$ cat src/rtl/spf_pkg.sv
// shared types and constants for the stream pattern finder
// no dependencies; imported by every module of the block but spf_ram
`default_nettype none

package spf_pkg;

  localparam int unsigned MaxNeedle = 256;
  localparam int unsigned AddrW     = $clog2(MaxNeedle);
  localparam int unsigned LenW      = AddrW + 1;
  localparam int unsigned PosW      = 32;
  localparam int unsigned ByteW     = 8;

  typedef enum logic [1:0] {
    OpLoad  = 2'd0,
    OpByte  = 2'd1,
    OpEnd   = 2'd2,
    OpClear = 2'd3
  } op_e;

  // controller to datapath
  typedef struct packed {
    logic load;       // append needle byte
    logic shift;      // take in haystack byte
    logic rearm;      // end of stream
    logic clear;      // drop needle
    logic cmp_start;  // reset compare walk
    logic cmp_run;    // compare walk step
    logic push;       // load result register
    logic found;      // kind of pushed result
  } cmd_t;

  // datapath to controller
  typedef struct packed {
    logic win_ok;     // incoming byte completes a testable window
    logic reported;   // match already reported in this stream
    logic cmp_match;  // whole needle compared equal
    logic cmp_miss;   // mismatch seen
    logic out_free;   // result register can take a word
  } sts_t;

endpackage

`default_nettype wire

$ cat src/rtl/stream_pattern_finder.sv
// top level of the stream pattern finder: stream ports, controller and datapath
// depends on spf_pkg, spf_ctrl, spf_dp and spf_ram
`default_nettype none

// Finds the first offset in a byte stream at which a stored needle (up to
// 256 bytes) appears whole. Each input word carries a kind in tuser: load
// appends a needle byte, byte shifts in a haystack byte, end closes the
// stream (reporting not-found if nothing matched) and rearms, clear drops the
// needle. At most one match is reported per stream, with the offset of its
// first byte; the position count saturates at all ones. Load, clear and an
// end with nothing to report need only the idle state; an end that reports
// also passes through the report state. A haystack byte needs no compare
// while the needle is empty, the stream is too short for it or a match was
// already reported; otherwise needle and byte history sit in two 256-entry
// rams and are compared one byte per cycle, taking no new word meanwhile. A
// match word waits in the output register; a new word is accepted while it
// waits, and only a second result stalls until the first is taken.

module stream_pattern_finder (
  input  wire logic        clk_i,
  input  wire logic        rst_ni,
  input  wire logic        s_axis_tvalid,
  output logic             s_axis_tready,
  input  wire logic [7:0]  s_axis_tdata,   // [7:0] data_byte
  input  wire logic [1:0]  s_axis_tuser,   // [1:0] op
  output logic             m_axis_tvalid,
  input  wire logic        m_axis_tready,
  output logic [31:0]      m_axis_tdata,   // [31:0] match_offset
  output logic             m_axis_tuser    // [0] match_found
);

  import spf_pkg::*;

  cmd_t cmd;
  sts_t sts;

  // controller owns the input handshake and sequences each word
  spf_ctrl u_ctrl (
    .clk_i      (clk_i),
    .rst_ni     (rst_ni),
    .in_valid_i (s_axis_tvalid),
    .in_op_i    (s_axis_tuser),
    .in_ready_o (s_axis_tready),
    .sts_i      (sts),
    .cmd_o      (cmd)
  );

  // datapath holds needle, history, position and the result register
  spf_dp u_dp (
    .clk_i        (clk_i),
    .rst_ni       (rst_ni),
    .in_byte_i    (s_axis_tdata),
    .cmd_i        (cmd),
    .sts_o        (sts),
    .out_ready_i  (m_axis_tready),
    .out_valid_o  (m_axis_tvalid),
    .out_found_o  (m_axis_tuser),
    .out_offset_o (m_axis_tdata)
  );

endmodule

`default_nettype wire

$ cat src/rtl/spf_ram.sv
// generic simple dual-port ram, one write and one registered read port
// no dependencies
`default_nettype none

module spf_ram #(
  parameter int unsigned Width = 8,
  parameter int unsigned Depth = 256
) (
  input  wire logic                                      clk_i,
  input  wire logic                                      we_i,
  input  wire logic [((Depth > 1) ? $clog2(Depth) : 1)-1:0] waddr_i,
  input  wire logic [Width-1:0]                          wdata_i,
  input  wire logic [((Depth > 1) ? $clog2(Depth) : 1)-1:0] raddr_i,
  output logic      [Width-1:0]                          rdata_o
);

  logic [Width-1:0] mem_q [Depth];

  always_ff @(posedge clk_i) begin
    if (we_i) begin
      mem_q[waddr_i] <= wdata_i;
    end
    rdata_o <= mem_q[raddr_i];
  end

endmodule

`default_nettype wire

$ cat src/rtl/spf_ctrl.sv
// controller state machine: input handshake, compare sequencing, result posting
// depends on spf_pkg
`default_nettype none

module spf_ctrl (
  input  wire logic          clk_i,
  input  wire logic          rst_ni,
  input  wire logic          in_valid_i,
  input  wire logic [1:0]    in_op_i,
  output logic               in_ready_o,
  input  wire spf_pkg::sts_t sts_i,
  output spf_pkg::cmd_t      cmd_o
);

  import spf_pkg::*;

  typedef enum logic [2:0] {
    StIdle   = 3'b001,
    StCmp    = 3'b010,
    StReport = 3'b100
  } state_e;

  state_e state_q, state_d;
  logic   found_q, found_d;
  op_e    op;

  assign op         = op_e'(in_op_i);
  assign in_ready_o = (state_q == StIdle);

  always_comb begin
    state_d = state_q;
    found_d = found_q;
    cmd_o   = '0;
    unique case (state_q)
      StIdle: begin
        if (in_valid_i) begin
          unique case (op)
            OpLoad: cmd_o.load = 1'b1;
            OpByte: begin
              cmd_o.shift = 1'b1;
              if (sts_i.win_ok) begin
                cmd_o.cmp_start = 1'b1;
                state_d         = StCmp;
              end
            end
            OpEnd: begin
              cmd_o.rearm = 1'b1;
              if (!sts_i.reported) begin
                found_d = 1'b0;
                state_d = StReport;
              end
            end
            OpClear: cmd_o.clear = 1'b1;
            default: cmd_o.clear = 1'b1;
          endcase
        end
      end
      StCmp: begin
        cmd_o.cmp_run = 1'b1;
        priority if (sts_i.cmp_miss) begin
          state_d = StIdle;
        end else if (sts_i.cmp_match) begin
          found_d = 1'b1;
          state_d = StReport;
        end
      end
      StReport: begin
        if (sts_i.out_free) begin
          cmd_o.push  = 1'b1;
          cmd_o.found = found_q;
          state_d     = StIdle;
        end
      end
      default: state_d = StIdle;
    endcase
  end

  always_ff @(posedge clk_i or negedge rst_ni) begin
    if (!rst_ni) begin
      state_q <= StIdle;
      found_q <= 1'b0;
    end else begin
      state_q <= state_d;
      found_q <= found_d;
    end
  end

  // a result is only posted when the output register can take it
  a_push_free: assert property (@(posedge clk_i) disable iff (!rst_ni)
    cmd_o.push |-> sts_i.out_free) else $error("push into busy result register");

  // a compare walk always follows a haystack byte
  a_cmp_entry: assert property (@(posedge clk_i) disable iff (!rst_ni)
    $rose(state_q == StCmp) |-> $past(cmd_o.shift && sts_i.win_ok))
    else $error("compare entered without a haystack byte");

  // no item taken while the walk or a pending report is in progress
  a_busy: assert property (@(posedge clk_i) disable iff (!rst_ni)
    (state_q != StIdle) |-> !(cmd_o.load || cmd_o.shift || cmd_o.rearm || cmd_o.clear))
    else $error("item taken while busy");

endmodule

`default_nettype wire

$ cat src/rtl/spf_dp.sv
// datapath: needle and history rams, position counter, compare walk, result register
// depends on spf_pkg and spf_ram
`default_nettype none

module spf_dp (
  input  wire logic                        clk_i,
  input  wire logic                        rst_ni,
  input  wire logic [spf_pkg::ByteW-1:0]   in_byte_i,
  input  wire spf_pkg::cmd_t               cmd_i,
  output spf_pkg::sts_t                    sts_o,
  input  wire logic                        out_ready_i,
  output logic                             out_valid_o,
  output logic                             out_found_o,
  output logic [spf_pkg::PosW-1:0]         out_offset_o
);

  import spf_pkg::*;

  logic [LenW-1:0]  len_q, len_d;
  logic [PosW-1:0]  pos_q, pos_d, pos_inc;
  logic             rep_q, rep_d;
  logic [AddrW-1:0] wp_q, wp_d;
  logic [AddrW-1:0] base_q, base_d;
  logic [LenW-1:0]  rd_idx_q, rd_idx_d;
  logic             rd_vld_q, rd_vld_d;
  logic             last_q, last_d;
  logic             ovalid_q, ovalid_d;
  logic             ofound_q, ofound_d;
  logic [PosW-1:0]  ooff_q, ooff_d;

  logic [ByteW-1:0] ndl_rdata, hist_rdata;
  logic [AddrW-1:0] hist_raddr;
  logic             ndl_we, issue;

  assign pos_inc = (pos_q == '1) ? pos_q : pos_q + PosW'(1);
  assign ndl_we  = cmd_i.load && (len_q < LenW'(MaxNeedle));
  assign issue   = cmd_i.cmp_run && (rd_idx_q < len_q);

  assign hist_raddr = base_q + rd_idx_q[AddrW-1:0];

  spf_ram #(.Width(ByteW), .Depth(MaxNeedle)) u_needle (
    .clk_i   (clk_i),
    .we_i    (ndl_we),
    .waddr_i (len_q[AddrW-1:0]),
    .wdata_i (in_byte_i),
    .raddr_i (rd_idx_q[AddrW-1:0]),
    .rdata_o (ndl_rdata)
  );

  // circular history, newest byte at wp_q - 1
  spf_ram #(.Width(ByteW), .Depth(MaxNeedle)) u_hist (
    .clk_i   (clk_i),
    .we_i    (cmd_i.shift),
    .waddr_i (wp_q),
    .wdata_i (in_byte_i),
    .raddr_i (hist_raddr),
    .rdata_o (hist_rdata)
  );

  always_comb begin
    sts_o.win_ok    = !rep_q && (len_q != '0) && (pos_inc >= PosW'(len_q));
    sts_o.reported  = rep_q;
    sts_o.cmp_miss  = rd_vld_q && (ndl_rdata != hist_rdata);
    sts_o.cmp_match = rd_vld_q && last_q && (ndl_rdata == hist_rdata);
    sts_o.out_free  = !ovalid_q || out_ready_i;
  end

  always_comb begin
    len_d    = len_q;
    pos_d    = pos_q;
    rep_d    = rep_q;
    wp_d     = wp_q;
    base_d   = base_q;
    rd_idx_d = rd_idx_q;
    rd_vld_d = 1'b0;
    last_d   = 1'b0;
    ovalid_d = ovalid_q;
    ofound_d = ofound_q;
    ooff_d   = ooff_q;

    if (ndl_we) begin
      len_d = len_q + LenW'(1);
    end
    if (cmd_i.clear) begin
      len_d = '0;
    end
    if (cmd_i.shift) begin
      pos_d  = pos_inc;
      wp_d   = wp_q + AddrW'(1);
      // oldest byte of the window; a full-depth needle wraps to wp_q + 1
      base_d = wp_q - len_q[AddrW-1:0] + AddrW'(1);
    end
    if (cmd_i.rearm) begin
      pos_d = '0;
      rep_d = 1'b0;
    end
    if (cmd_i.cmp_start) begin
      rd_idx_d = '0;
    end else if (issue) begin
      rd_idx_d = rd_idx_q + LenW'(1);
      rd_vld_d = 1'b1;
      last_d   = (rd_idx_q == len_q - LenW'(1));
    end
    if (cmd_i.push) begin
      ovalid_d = 1'b1;
      ofound_d = cmd_i.found;
      ooff_d   = cmd_i.found ? (pos_q - PosW'(len_q)) : '0;
      if (cmd_i.found) begin
        rep_d = 1'b1;
      end
    end else if (out_ready_i) begin
      ovalid_d = 1'b0;
    end
  end

  always_ff @(posedge clk_i or negedge rst_ni) begin
    if (!rst_ni) begin
      len_q    <= '0;
      pos_q    <= '0;
      rep_q    <= 1'b0;
      wp_q     <= '0;
      rd_vld_q <= 1'b0;
      ovalid_q <= 1'b0;
    end else begin
      len_q    <= len_d;
      pos_q    <= pos_d;
      rep_q    <= rep_d;
      wp_q     <= wp_d;
      rd_vld_q <= rd_vld_d;
      ovalid_q <= ovalid_d;
    end
  end

  always_ff @(posedge clk_i) begin
    base_q   <= base_d;
    rd_idx_q <= rd_idx_d;
    last_q   <= last_d;
    ofound_q <= ofound_d;
    ooff_q   <= ooff_d;
  end

  assign out_valid_o  = ovalid_q;
  assign out_found_o  = ofound_q;
  assign out_offset_o = ooff_q;

  a_len_range: assert property (@(posedge clk_i) disable iff (!rst_ni)
    len_q <= LenW'(MaxNeedle)) else $error("needle length past capacity");

  // the reported flag only sets together with a found result
  a_rep_set: assert property (@(posedge clk_i) disable iff (!rst_ni)
    $rose(rep_q) |-> $past(cmd_i.push && cmd_i.found))
    else $error("reported flag set without a match result");

  a_cmp_excl: assert property (@(posedge clk_i) disable iff (!rst_ni)
    !(sts_o.cmp_match && sts_o.cmp_miss)) else $error("match and miss together");

endmodule

`default_nettype wire

$ cat config.mk
export PLATFORM = sky130hd
export DESIGN_NAME = stream_pattern_finder
export DESIGN_NICKNAME = d
export VERILOG_FILES = /design/src/rtl/spf_pkg.sv /design/src/rtl/stream_pattern_finder.sv /design/src/rtl/spf_ram.sv /design/src/rtl/spf_ctrl.sv /design/src/rtl/spf_dp.sv
export SDC_FILE = /design/constraint.sdc
export NUM_CORES = 2
export LEC_CHECK = 0
export BUFFER_PORTS_ARGS = -buffer_cell sky130_fd_sc_hd__buf_2
export CORE_ASPECT_RATIO = 0.5
export CORE_UTILIZATION = 50
export DETAILED_ROUTE_END_ITERATION = 16
export PLACE_DENSITY = 0.62
export SYNTH_ARGS = -nofsm -noshare
export SYNTH_HDL_FRONTEND = slang
export SYNTH_SLANG_ARGS = --single-unit
$ cat constraint.sdc
create_clock -name clk_i -period 5.27 [get_ports clk_i]
set_input_delay 1.054 -clock clk_i [delete_from_list [all_inputs] [get_ports clk_i]]
set_output_delay 1.054 -clock clk_i [all_outputs]
set_load 0.03 [all_outputs]
==> results.md <==
* Status: finished, final reports clean
* Met2 Track Usage GR at 0.364
* Post-Syn Nets at ~7500
* Global route hottest layer: met2
* Clock sinks at between 4000 and 5000
* Setup total negative slack at 0 ps
* Gp weighted congestion at between 0.8 and 0.9
* Hold Slack at between 200 and 300 ps
* Final period util at 0.904
* Ys Warns at 0
* Dominant cells by area after synthesis: edfxtp_1 (75%), mux4_2 (17%), nor2_1 (1.4%)
* Met3 usage at 0.0401
* Syn_area_per_cell at 22.2 um2
* Top FF cell, synth: edfxtp_1
* Xor/xnor share of the synthesized area at 0.00487
* Cts repair resizes at 0
* Critical path data required time at about 6100 ps
* Most frequent CP cell: mux2i_1
* Sequential cell area fraction in the yosys report at 0.762
* Slowest-stage cell, CP: fa_4
* Maxcap violations at 0
* First drt pass iteration count at 6
* Starting density of the core at 0.506
* Unrepaired setup endpoints after global routing: false
* Tot GR Track Use at 0.235
* Fmax at roughly 0.21 GHz
* Grt met1 use at 0.357
* CTS tree: done
* Root Driver: clkbuf_16
* Worst-path clk slew at around 70 ps
* Hold Vio Cnt, Final at 0
* R2R cell count at 10
* Most frequent cells in the layout: edfxtp_1 (4137), mux4_2 (1281), nor2_1 (612), clkbuf_16 (376), buf_4 (216)
* GRT Residual Overflow at 0
* Worst VDD drop at ~0.00075 V
* CP delay by family, top: multiplexers
* Kind of critical path: reg -> reg
* IO Count at a little under 50
* Setup Viol. Count Final at 0
* Nets at slightly below 8000
* Largest family of logic cells by synthesized area: multiplexers
* Yosys reg bits at 4219
* Worst reg2reg startpoint: u_dp.rd_idx_q[0]$_SDFFE_PP0P_
* Synth Cell Area at between 150000 and 200000 um2
* Yosys top cell area share at 0.751
* Placeable Area at about 330000 um2
* Power density over cell area at a little over 500 nW/um2
* Synth area leader: edfxtp_1
* Adder-cell share of the synthesized area at 0.00467
* Buffers & Inverters on Critical Path at 2
* Largest net degree at the start of global routing at 153
* Mux contribution to synthesized area at 0.182
* CP Data Arrival Time at ~5500 ps
* First-pass GRT wire length at 569 mm
* Max Slew Vio Count at 0
* Fin crit period at approximately 4800 ps
* Die Wd at about 800 um
* Postcts setup bufs at 0
* First DRT Iteration DRCs at 9471
* Area growth syn-to-layout at 11.3%
* Clk_lat worst skew at 960 ps
* Worst-path cell chain: ha_4, fa_4, buf_12, buf_4, mux4_2, mux4_2, mux2i_1, mux2i_1, mux2i_1, mux2i_1
* WL final at a little under 400 mm
* Dpl cell area at about 170000 um2
* Initial antenna violation count at 10
* Post-Synth Simple-Gate Area at 0.0247
* Critical path startpoint category: flop
* Total die area at around 330000 um2
* Mapped Cells at about 7400
* ANT nets after route at 0
* Lkg Pwr at 56.7 nW
* Chip Height at 409 um
* Layout cells sized above 1 at 0.272
* Complex-gate fraction of the synthesized area at 0.0107
* Site row count at 148
* CTS Buf Count at 370
* Most common cell after layout, fill and taps aside: edfxtp_1
* H-tree Lvls at 5
* Post-synth EDFFs at between 4000 and 5000
* Worst Skew at roughly 63 ps
* Reg2reg setup slack at 500 ps
* Worst-Margin Slew at ~1200 ps
* Hold bufs inserted after CTS at 0
* Post-DP HPWL at around 230 mm
* Largest stage delay, worst path at approximately 900 ps
* Worst Setup End Kind: flop
* Worst r2r dst: u_dp.u_hist.rdata_o[4]$_DFF_P_
* Vias at between 70000 and 80000
* Finished Cell Area at 184000 um2
* Fill cell count at around 24000
* Clk buf depth at 4
* Port bufs at 48
* DR vias/cell at around 6.2
* Post-synth ARST share at 0.0133
* Number of global-route vias before repair at 77500
* Slew HR at 0.174
* Count of cell types in the netlist at 73
* DRC violations left at 0
* HP Class: in -> async
* CP Max Fanout at 30
* Post-DR wirelength/cell at 31.9 um
cell usage after synthesis (35+ instances only):
| cell | number |
|---|---|
| a21oi_1 | 45 |
| a22oi_1 | 35 |
| buf_1 | 87 |
| buf_2 | 52 |
| clkbuf_1 | 290 |
| dfrtp_1 | 55 |
| edfxtp_1 | 4137 |
| ha_1 | 57 |
| mux2i_1 | 122 |
| mux4_2 | 1281 |
| nand2_1 | 128 |
| nand3_1 | 45 |
| nor2_1 | 615 |
| o21ai_0 | 52 |
| xnor2_1 | 49 |
| xor2_1 | 43 |
power by group:
group	leakage, nW	switching (mW)	internal, mW
Sequential	38.2	0.502	37.1
Combinational	12.7	17.2	14.1
Clock	5.72	12.3	14.6
through the flow:
stage | utilization | worst slack (ps) | power, mW | std cells
2_1_floorplan | - | 1440 | 58.2 | 7443
3_3_place_gp | 0.527 | 432 | 69.8 | 11700
3_5_place_dp | 0.527 | 422 | 69.9 | 11700
4_1_cts | 0.563 | 443 | 96.4 | 12400
5_1_grt | 0.563 | 259 | 98.7 | 12400
6_report | 0.563 | 504 | 95.7 | 12400
final cells by class:
| class | instances | area [um2] | share of cell area |
|---|---|---|---|
| diodes | 2 | 5.00 | 0.0000272 |
| clock inverters | 215 | 1880 | 0.0102 |
| well taps | 4350 | 5440 | 0.0295 |
| multi-input cells | 2758 | 37700 | 0.205 |
| inverters | 34 | 128 | 0.000693 |
| repair buffers | 324 | 3140 | 0.0171 |
| flip-flops and latches | 4219 | 126000 | 0.685 |
| clock buffers | 455 | 9760 | 0.0530 |
worst register-to-register path: stages (launching register included):
cell,delay [ps]
dfxtp_4,540
ha_4,270
fa_4,890
buf_12,250
buf_4,440
mux4_2,410
mux4_2,530
mux2i_1,410
mux2i_1,220
mux2i_1,530
mux2i_1,150
cells by family (layout without fill, tap and decap cells):
kind of cell | after synthesis | in the layout
adders and majority gates | 60 | 60
xor gates and xnor gates | 92 | 92
and+or+nand+nor | 950 | 950
other | 0 | 2
AOI/OAI and AO/OA | 252 | 252
buffers and inverters | 466 | 1028
muxes | 1404 | 1404
DFF | 4219 | 4219
worst max path at each step:
stage,start,to,slack [ps],cells after the start
6_report,u_dp.rd_idx_q[0]$_SDFFE_PP0P_,u_dp.u_hist.rdata_o[4]$_DFF_P_,500,10
5_1_grt,u_dp.rd_idx_q[0]$_SDFFE_PP0P_,u_dp.u_hist.rdata_o[4]$_DFF_P_,260,10
4_1_cts,u_dp.rd_idx_q[0]$_SDFFE_PP0P_,u_dp.u_hist.rdata_o[4]$_DFF_P_,440,10
3_5_place_dp,u_dp.rd_idx_q[0]$_SDFFE_PP0P_,u_dp.u_hist.rdata_o[4]$_DFF_P_,420,10
3_3_place_gp,u_dp.rd_idx_q[0]$_SDFFE_PP0P_,u_dp.u_hist.rdata_o[4]$_DFF_P_,430,10
2_1_floorplan,u_ctrl.state_q[0]$_DFFE_PN1P_,u_dp.u_needle.mem_q[128][0]$_DFFE_PP_,1440,8
sequential cells by signal, summed over array words and instances, names as in the netlist:
signal,cells
u_ctrl.state_q,3
u_dp.len_q,9
u_dp.rd_idx_q,9
u_dp.pos_q,32
u_dp.out_valid_o,1
u_dp.rep_q,1
u_dp.u_hist.rdata_o,8
u_dp.base_q,8
u_dp.last_q,1
u_dp.rd_vld_q,1
u_ctrl.found_q,1
u_dp.wp_q,8
u_dp.u_needle.mem_q,2048
u_dp.u_hist.mem_q,2048
u_dp.out_found_o,1
u_dp.out_offset_o,32
u_dp.u_needle.rdata_o,8
per-layer routing:
layer / share of wire / wire, um
met1: 0.43 / 170000
met5: 0 / 0
met4: 0.023 / 8910
met2: 0.47 / 185000
met3: 0.075 / 29600
No activity file was read; power rests on OpenSTA's default activity.
